[config.mk]
export PLATFORM = sky130hd
export DESIGN_NAME = ssc_ctrl
export DESIGN_NICKNAME = d
export VERILOG_FILES = /design/src/sv/ssc_pkg.sv /design/src/sv/ssc_ctrl.sv
export SDC_FILE = /design/constraint.sdc
export NUM_CORES = 1
export LEC_CHECK = 0
export BUFFER_PORTS_ARGS = -buffer_cell sky130_fd_sc_hd__buf_4
export CAP_MARGIN = 10
export CORE_AREA = 2 2 39 41
export CTS_CLUSTER_DIAMETER = 120
export DETAILED_ROUTE_END_ITERATION = 12
export DIE_AREA = 0 0 41 43
export GPL_TIMING_DRIVEN = 0
export HOLD_SLACK_MARGIN = 0.02
export PLACE_DENSITY = 0.66
export SKIP_CTS_REPAIR_TIMING = 1
export SLEW_MARGIN = 0
export SYNTH_ARGS = -nofsm -noshare
export SYNTH_HDL_FRONTEND = slang
export SYNTH_SLANG_ARGS = --single-unit
[constraint.sdc]
create_clock -name clk -period 1.1 [get_ports clk]
set_input_delay 0.22 -clock clk [delete_from_list [all_inputs] [get_ports clk]]
set_output_delay 0.22 -clock clk [all_outputs]
set_load 0.1 [all_outputs]
[src/sv/ssc_pkg.sv]
package ssc_pkg;

    // Field widths of the command and result items.
    localparam int IDX_W = 8;
    localparam int VAL_W = 32;

    // Value every register takes after reset or a clear item.
    localparam logic [VAL_W-1:0] RESET_PATTERN = 32'hFFFF_FFFE;

    // Number of dirty bits examined per cycle by the group scan.
    localparam int SCAN_W = 8;

    // Action codes; code 3 is unused and ignored.
    localparam logic [1:0] ACT_SET   = 2'd0;
    localparam logic [1:0] ACT_FLUSH = 2'd1;
    localparam logic [1:0] ACT_CLEAR = 2'd2;

    typedef struct packed {
        logic [1:0]       action;
        logic [IDX_W-1:0] state_index;
        logic [VAL_W-1:0] new_value;
    } cmd_item_t;

    typedef struct packed {
        logic             write_valid;
        logic [IDX_W-1:0] write_index;
        logic [VAL_W-1:0] write_value;
        logic             last_of_step;
        logic             more_dirty;
    } res_item_t;

    typedef enum logic [2:0] {
        ST_CLEAR,
        ST_IDLE,
        ST_SET_RD,
        ST_SET_CMP,
        ST_SCAN,
        ST_FL_RD,
        ST_FL_CMP,
        ST_FL_END
    } state_t;

    // Commands from the controller to the datapath.
    typedef struct packed {
        logic load_item;
        logic clear_start;
        logic clr_wr;
        logic set_rd;
        logic set_wr;
        logic flush_start;
        logic scan_step;
        logic fl_rd;
        logic fl_take;
        logic fl_end;
    } dp_cmd_t;

    // Status from the datapath to the controller.
    typedef struct packed {
        logic act_set;
        logic act_flush;
        logic act_clear;
        logic idx_ok;
        logic any_dirty;
        logic clr_done;
        logic set_differ;
        logic scan_hit;
        logic fl_differ;
        logic pend_valid;
        logic slot_free;
        logic last_entry;
    } dp_status_t;

endpackage

[src/sv/ssc_ctrl.sv]
module ssc_ctrl (
    input  logic                clk,
    input  logic                rst_n,
    input  logic                cmd_valid,
    output logic                cmd_stall,
    input  ssc_pkg::dp_status_t st,
    output ssc_pkg::dp_cmd_t    dc
);

    import ssc_pkg::*;

    state_t state_reg;
    state_t state_next;

    // State register; reset starts the clearing sweep of both memories.
    always_ff @(posedge clk or negedge rst_n)
    begin
        if (!rst_n)
        begin
            state_reg <= ST_CLEAR;
        end
        else
        begin
            state_reg <= state_next;
        end
    end

    // Next state and datapath commands.
    always_comb
    begin
        state_next = state_reg;
        dc         = '0;
        cmd_stall  = 1'b1;
        case (state_reg)
            ST_CLEAR:
            begin
                dc.clr_wr = 1'b1;
                if (st.clr_done)
                begin
                    state_next = ST_IDLE;
                end
            end
            ST_IDLE:
            begin
                cmd_stall = 1'b0;
                if (cmd_valid)
                begin
                    dc.load_item = 1'b1;
                    if (st.act_set && st.idx_ok)
                    begin
                        state_next = ST_SET_RD;
                    end
                    else if (st.act_flush)
                    begin
                        dc.flush_start = 1'b1;
                        state_next     = st.any_dirty ? ST_SCAN : ST_FL_END;
                    end
                    else if (st.act_clear)
                    begin
                        dc.clear_start = 1'b1;
                        state_next     = ST_CLEAR;
                    end
                end
            end
            ST_SET_RD:
            begin
                dc.set_rd  = 1'b1;
                state_next = ST_SET_CMP;
            end
            ST_SET_CMP:
            begin
                dc.set_wr  = st.set_differ;
                state_next = ST_IDLE;
            end
            ST_SCAN:
            begin
                dc.scan_step = 1'b1;
                if (st.scan_hit)
                begin
                    state_next = ST_FL_RD;
                end
            end
            ST_FL_RD:
            begin
                dc.fl_rd   = 1'b1;
                state_next = ST_FL_CMP;
            end
            ST_FL_CMP:
            begin
                // A changed entry behind a pending one needs room in the output.
                if (!(st.fl_differ && st.pend_valid && !st.slot_free))
                begin
                    dc.fl_take = 1'b1;
                    state_next = st.last_entry ? ST_FL_END : ST_FL_RD;
                end
            end
            ST_FL_END:
            begin
                if (st.slot_free)
                begin
                    dc.fl_end  = 1'b1;
                    state_next = ST_IDLE;
                end
            end
            default:
            begin
                state_next = ST_IDLE;
            end
        endcase
    end

endmodule

==> flow_summary.json, run 1 <==
{
  "ys_warn_count": 0,
  "grt_pass1_vias": 416,
  "clk_pin_slew_ns": 0.04,
  "ys_seq_elements": 3,
  "grt_pass1_wl_mm": 1.593,
  "netlist_instances": 44,
  "post_drt_wl_per_cell_um": 11.89,
  "firstDrtPassIters": 4,
  "wl_mm": 1.118,
  "intPower_w": 0.001105,
  "dieArea_um2": 1763,
  "finClkSkew_ns": 0.005885,
  "start_util": 0.2215,
  "fin_crit_ns": 1.685,
  "setup_viol": 13,
  "ant_nets": 0,
  "grt_usage": 0.1282,
  "synth_cell_types": 23,
  "report.final.slew_viol_count": 0,
  "synthSimpleGateAreaFrac": 0.4449,
  "dp_hpwl_um": 787.4,
  "drive_above_1_share": 0.6410,
  "status": "finished, violations left",
  "cts-htree-levels": 1,
  "die_h_um": 43,
  "port-buffer-count": 25,
  "violations": "negative setup slack",
  "cts_buffers": 3,
  "syn-num-nets": 59,
  "diodes": 0,
  "synth_seq_area_share": 0.2449,
  "via_per_inst": 4.809,
  "reg2reg_depth": 3,
  "fin_ws_ns": -0.5851,
  "power_w": 0.002578,
  "maxCapViolations": 0,
  "io_pins": 26,
  "gp_congestion": 0.7471,
  "hold_slack_ns": 0.2758,
  "ir_drop_mv": 1.383,
  "synthXorXnorAreaFrac": 0,
  "synth_top_family_by_area": "simple AND/OR/NAND/NOR gates",
  "avgSynthCellArea_um2": 6.967,
  "crit_fanout": 6,
  "seq_power_share": 0.097,
  "first_iter_violations": 5,
  "end_kind": "output port",
  "die_x_um": 41,
  "core-area_um2": 1384,
  "finalHoldViolations": 0,
  "drcViolationCount": 0,
  "rows": 14,
  "p_switching_w": 0.001473,
  "grt_max_degree": 11,
  "fin_crit_sh": 1.532,
  "rsz0062_at_grt": "true",
  "path_class": "flip-flop to output port",
  "synth_compound_area_frac": 0.2327,
  "num_vias": 452,
  "synth_fa_ha_area_frac": 0,
  "nFillCells": 123,
  "layout.nets": 94,
  "largest_register_ffs": 3,
  "tns_ns": -5.441,
  "cts-root-buf": "clkbuf_4",
  "sw_frac_of_total": 0.5712,
  "worstHoldPathCells": 3,
  "synth_mux_area_frac": 0,
  "netlist_area_um2": 306.5,
  "p_clk_frac": 0.076,
  "pwr-share-comb": 0.827,
  "antenna_found_initial": 0,
  "slew_headroom": 0.8160,
  "area_growth_pct": 164.1,
  "insertion_delay_ns": 0.24,
  "cp.required_ns": 0.88,
  "powerDensity_nw_per_um2": 3184,
  "worstPathArrival_ns": 1.47,
  "startpoint_type": "flip-flop",
  "fmax_mhz": 593.4,
  "hold_class": "input port to flip-flop",
  "leakagePower_nw": 0.3548,
  "worst_slew_pin_slew_ns": 0.2760,
  "clkSinkCount": 3,
  "cts_tree": "yes",
  "overflow": 0,
  "clockBufferDepth": 2
}
## cell usage after synthesis
library cell	n	area share
nand2_1	7	0.086
buf_4	1	0.024
nand2b_1	1	0.020
nand3_1	1	0.016
a41oi_1	1	0.029
o32ai_1	1	0.029
and4b_2	1	0.037
o21ai_0	1	0.016
o22ai_1	1	0.020
nor3_1	4	0.065
a311o_1	1	0.033
or2b_2	1	0.029
or2b_1	1	0.024
a222oi_1	1	0.033
inv_1	3	0.037
dfrtp_1	3	0.24
nor2b_1	2	0.041
and3_1	2	0.041
a21oi_1	3	0.049
nor2_1	5	0.061
nor3b_1	1	0.024
buf_2	1	0.016
o21a_1	1	0.024
## cell type report
cell class	instances	area (um^2)	share of cell area
buffer	2	26.28	0.03246
clock buffer	4	26.28	0.03246
inverter	3	11.26	0.01391
multi-input combinational	36	320.3	0.3957
sequential	3	76.32	0.09428
tap	16	20.02	0.02473
timing repair buffer	30	329.1	0.4065
## critical path, stage by stage, from the launching register on
cell     delay (ns)
dfrtp_1        0.37
buf_6          0.14
nor2_4         0.16
and3_4         0.21
and3_4         0.18
buf_12         0.17
## metal layers
| layer | share of wire | track usage | vias up |
|---|---|---|---|
| met5 | 0 | 0 | - |
| met4 | 0.014 | 0.06000 | 0 |
| met3 | 0.094 | 0.005236 | 2 |
| met2 | 0.49 | 0.2219 | 25 |
| met1 | 0.40 | 0.1503 | 197 |
| li1 | - | - | 228 |
## metrics by stage
stage / setup slack (ns) / util / instances / cell area (um^2)
after detailed placement: -0.4290 / 0.4584 / 85 / 634.4
after CTS: -0.6832 / 0.4774 / 89 / 660.6
final: -0.5851 / 0.5850 / 94 / 809.5
after global routing: -0.6271 / 0.5850 / 94 / 809.5
after global placement: -0.4290 / 0.4584 / 85 / 634.4
after floorplan: -0.7499 / - / 44 / 426.7
## final timing paths
kind | start | end | slack, ns
max | state_reg[2]$_DFFE_PN0P_ | dc[4] | -0.59
min | st[6] | state_reg[0]$_DFFE_PN0P_ | 0.28
max reg2reg | state_reg[1]$_DFFE_PN0P_ | state_reg[0]$_DFFE_PN0P_ | -0.16
min reg2reg | state_reg[1]$_DFFE_PN0P_ | state_reg[2]$_DFFE_PN0P_ | 0.65
max in group asynchronous | rst_n | state_reg[1]$_DFFE_PN0P_ | 0.68
min in group asynchronous | rst_n | state_reg[0]$_DFFE_PN0P_ | 0.31
## power by group through the flow
stage          Combinational (W)  Clock [W]  Sequential, W
4_1_cts                  0.00176   0.000200       0.000246
6_report                 0.00213   0.000196       0.000250
5_1_grt                  0.00222   0.000204       0.000260
3_3_place_gp             0.00174          0       0.000245
2_1_floorplan            0.00147          0       0.000229
3_5_place_dp             0.00175          0       0.000247
## cells in the final DEF (no fill, tap or decap), drive strengths merged, types with 2 or more instances in the layout
cell    synthesis  final
nand2           7      7
a21oi           3      3
nor2b           2      2
nor3            4      4
inv             3      3
and3            2      2
or2b            2      2
nor2            5      5
dfrtp           3      3
clkbuf          0      4
buf             2     31
## cell families after synthesis
family                 count (synthesis)
DFF                                    3
AOI/OAI and AO/OA                     10
and+or+nand+nor                       26
buffers and inverters                  5
(Power assumes the default switching activity.)
==> run 2: changes to the inputs <==
CELL_PAD_IN_SITES_DETAIL_PLACEMENT = 2   (was unset)
CELL_PAD_IN_SITES_GLOBAL_PLACEMENT = 2   (was unset)
CORE_AREA = unset   (was 2 2 39 41)
CORE_UTILIZATION = 14   (was unset)
DIE_AREA = unset   (was 0 0 41 43)
GPL_TIMING_DRIVEN = 1   (was 0)
PLACE_DENSITY = 0.79   (was 0.66)
==> flow_summary.json, run 2 (synthesis gave the netlist of run 1 again) <==
{
  "hold-path-endpoint": "state_reg[0]$_DFFE_PN0P_",
  "route.met3.wl_um": 63,
  "port-buffer-count": 25,
  "r2r_end": "state_reg[0]$_DFFE_PN0P_",
  "nFillCells": 208,
  "slowest_delay_ns": 0.44,
  "setup_viol": 13,
  "first_iter_violations": 9,
  "clockBufferDepth": 2,
  "worstHoldPathCells": 3,
  "register_area_um2": 78.83,
  "diodes": 0,
  "cp.depth": 3,
  "slowest_stage": "dfrtp_2",
  "layout_commonest_cell": "buf_4",
  "hold_class": "input port to flip-flop",
  "highest-signal-layer": "met4",
  "crit_chain": "buf_4 -> and4b_2 -> buf_12",
  "die_h_um": 48.80,
  "min_from": "st[6]",
  "area_growth_pct": 221.2,
  "slew_headroom": 0.7998,
  "path_buf_inv": 2,
  "fin_ws_ns": -0.4862,
  "ant_nets": 0,
  "fin_area_um2": 984.7,
  "powerDensity_nw_per_um2": 3082,
  "leakagePower_nw": 0.4380,
  "dieArea_um2": 2381,
  "critPathTopFamily": "flip-flops",
  "wl_met2_mm": 1.159,
  "overflow": 0,
  "grt_pass1_vias": 589,
  "antenna_found_initial": 0,
  "cts_tree": "yes",
  "grt_max_degree": 10,
  "ir_drop_mv": 2.208,
  "multiInputGateArea_um2": 336.6,
  "start_util": 0.1531,
  "clkSinkCount": 3,
  "violations": "negative setup slack",
  "status": "finished, violations left",
  "largest_register_ffs": 3,
  "cts-root-buf": "clkbuf_4",
  "io_pins": 26,
  "timing.rr.start": "state_reg[2]$_DFFE_PN0P_",
  "dp_hpwl_mm": 1.430,
  "clk_pin_slew_ns": 0.04,
  "die_x_um": 48.80,
  "tns_ns": -4.993,
  "worstPathArrival_ns": 1.37,
  "finClkSkew_ns": 0.003585,
  "startpoint_type": "flip-flop",
  "fin_crit_sh": 1.442,
  "fmax_mhz": 630.5,
  "r2r_slack_ns": -0.20,
  "cts-htree-levels": 1,
  "wl_mm": 1.996,
  "crit_fanout": 7,
  "rsz0062_at_grt": "true",
  "reg2reg_depth": 4,
  "report.final.slew_viol_count": 0,
  "layout.nets": 108,
  "drcViolationCount": 0,
  "dp_cells": 111,
  "fin_crit_ns": 1.586,
  "gp_congestion": 0.7926,
  "final_cell_mix": "29 x buf_4, 11 x buf_12, 4 x nor2_4, 4 x nand2_1, 4 x buf_6",
  "end_kind": "output port",
  "drive_above_1_share": 0.7391,
  "rows": 16,
  "power_w": 0.003035,
  "core-area_um2": 2002,
  "grt_usage": 0.1541,
  "maxCapViolations": 0,
  "grt_pass1_wl_mm": 2.760,
  "met1_length_um": 762,
  "insertion_delay_ns": 0.24,
  "worst_slew_pin_slew_ns": 0.2994,
  "instances_no_fill": 119,
  "via_per_inst": 4.580,
  "path_class": "flip-flop to output port",
  "cts_buffers": 3,
  "num_vias": 545,
  "firstDrtPassIters": 4,
  "post_drt_wl_per_cell_um": 16.77,
  "cp.required_ns": 0.88,
  "placed_cell_area_um2": 753.2,
  "hold_slack_ns": 0.2813,
  "finalHoldViolations": 0
}
==> run 2: final cells by class <==
cell class              count  share of cell area
flip-flops and latches      3             0.08005
multi-input cells          36              0.3418
well taps                  27             0.03431
clock buffers               4             0.02668
repair buffers             46              0.5057
inverters                   3             0.01144
==> run 2: how the worst max path moves through the flow <==
stage                       end                     start  slack [ns]
final                     dc[5]  state_reg[2]$_DFFE_PN0P_       -0.49
after global routing      dc[8]  state_reg[1]$_DFFE_PN0P_       -0.53
after CTS                 dc[1]  state_reg[1]$_DFFE_PN0P_       -0.60
after detailed placement  dc[1]  state_reg[1]$_DFFE_PN0P_       -0.35
after global placement    dc[2]  state_reg[2]$_DFFE_PN0P_       -0.31
after floorplan           dc[8]  state_reg[2]$_DFFE_PN0P_       -0.75
==> run 2: power by group <==
part / switching (W) / total [W] / internal, W / leakage [nW]
registers: 0.0000908 / 0.000261 / 0.000170 / 0.0326
logic: 0.00147 / 0.00257 / 0.00110 / 0.390
clock network: 0.0000651 / 0.000202 / 0.000136 / 0.0150
==> run 2: worst register-to-register path, stage by stage (launching register included) <==
cell	delay (ns)
dfrtp_2	0.44
buf_4	0.19
a21oi_1	0.14
nand3_1	0.12
a222oi_1	0.29
==> run 2: metal layers <==
metal / track usage / vias to the layer above
li1: - / 253
met1: 0.1673 / 265
met2: 0.2917 / 25
met3: 0.009346 / 2
met4: 0.08824 / 0
met5: 0 / -
==> run 2: through the flow <==
stage	worst slack (ns)	utilization
CTS	-0.5985	0.3894
global placement	-0.3065	0.3763
detailed placement	-0.3525	0.3763
global route	-0.5319	0.4919
floorplan	-0.7499	-
finish	-0.4862	0.4919
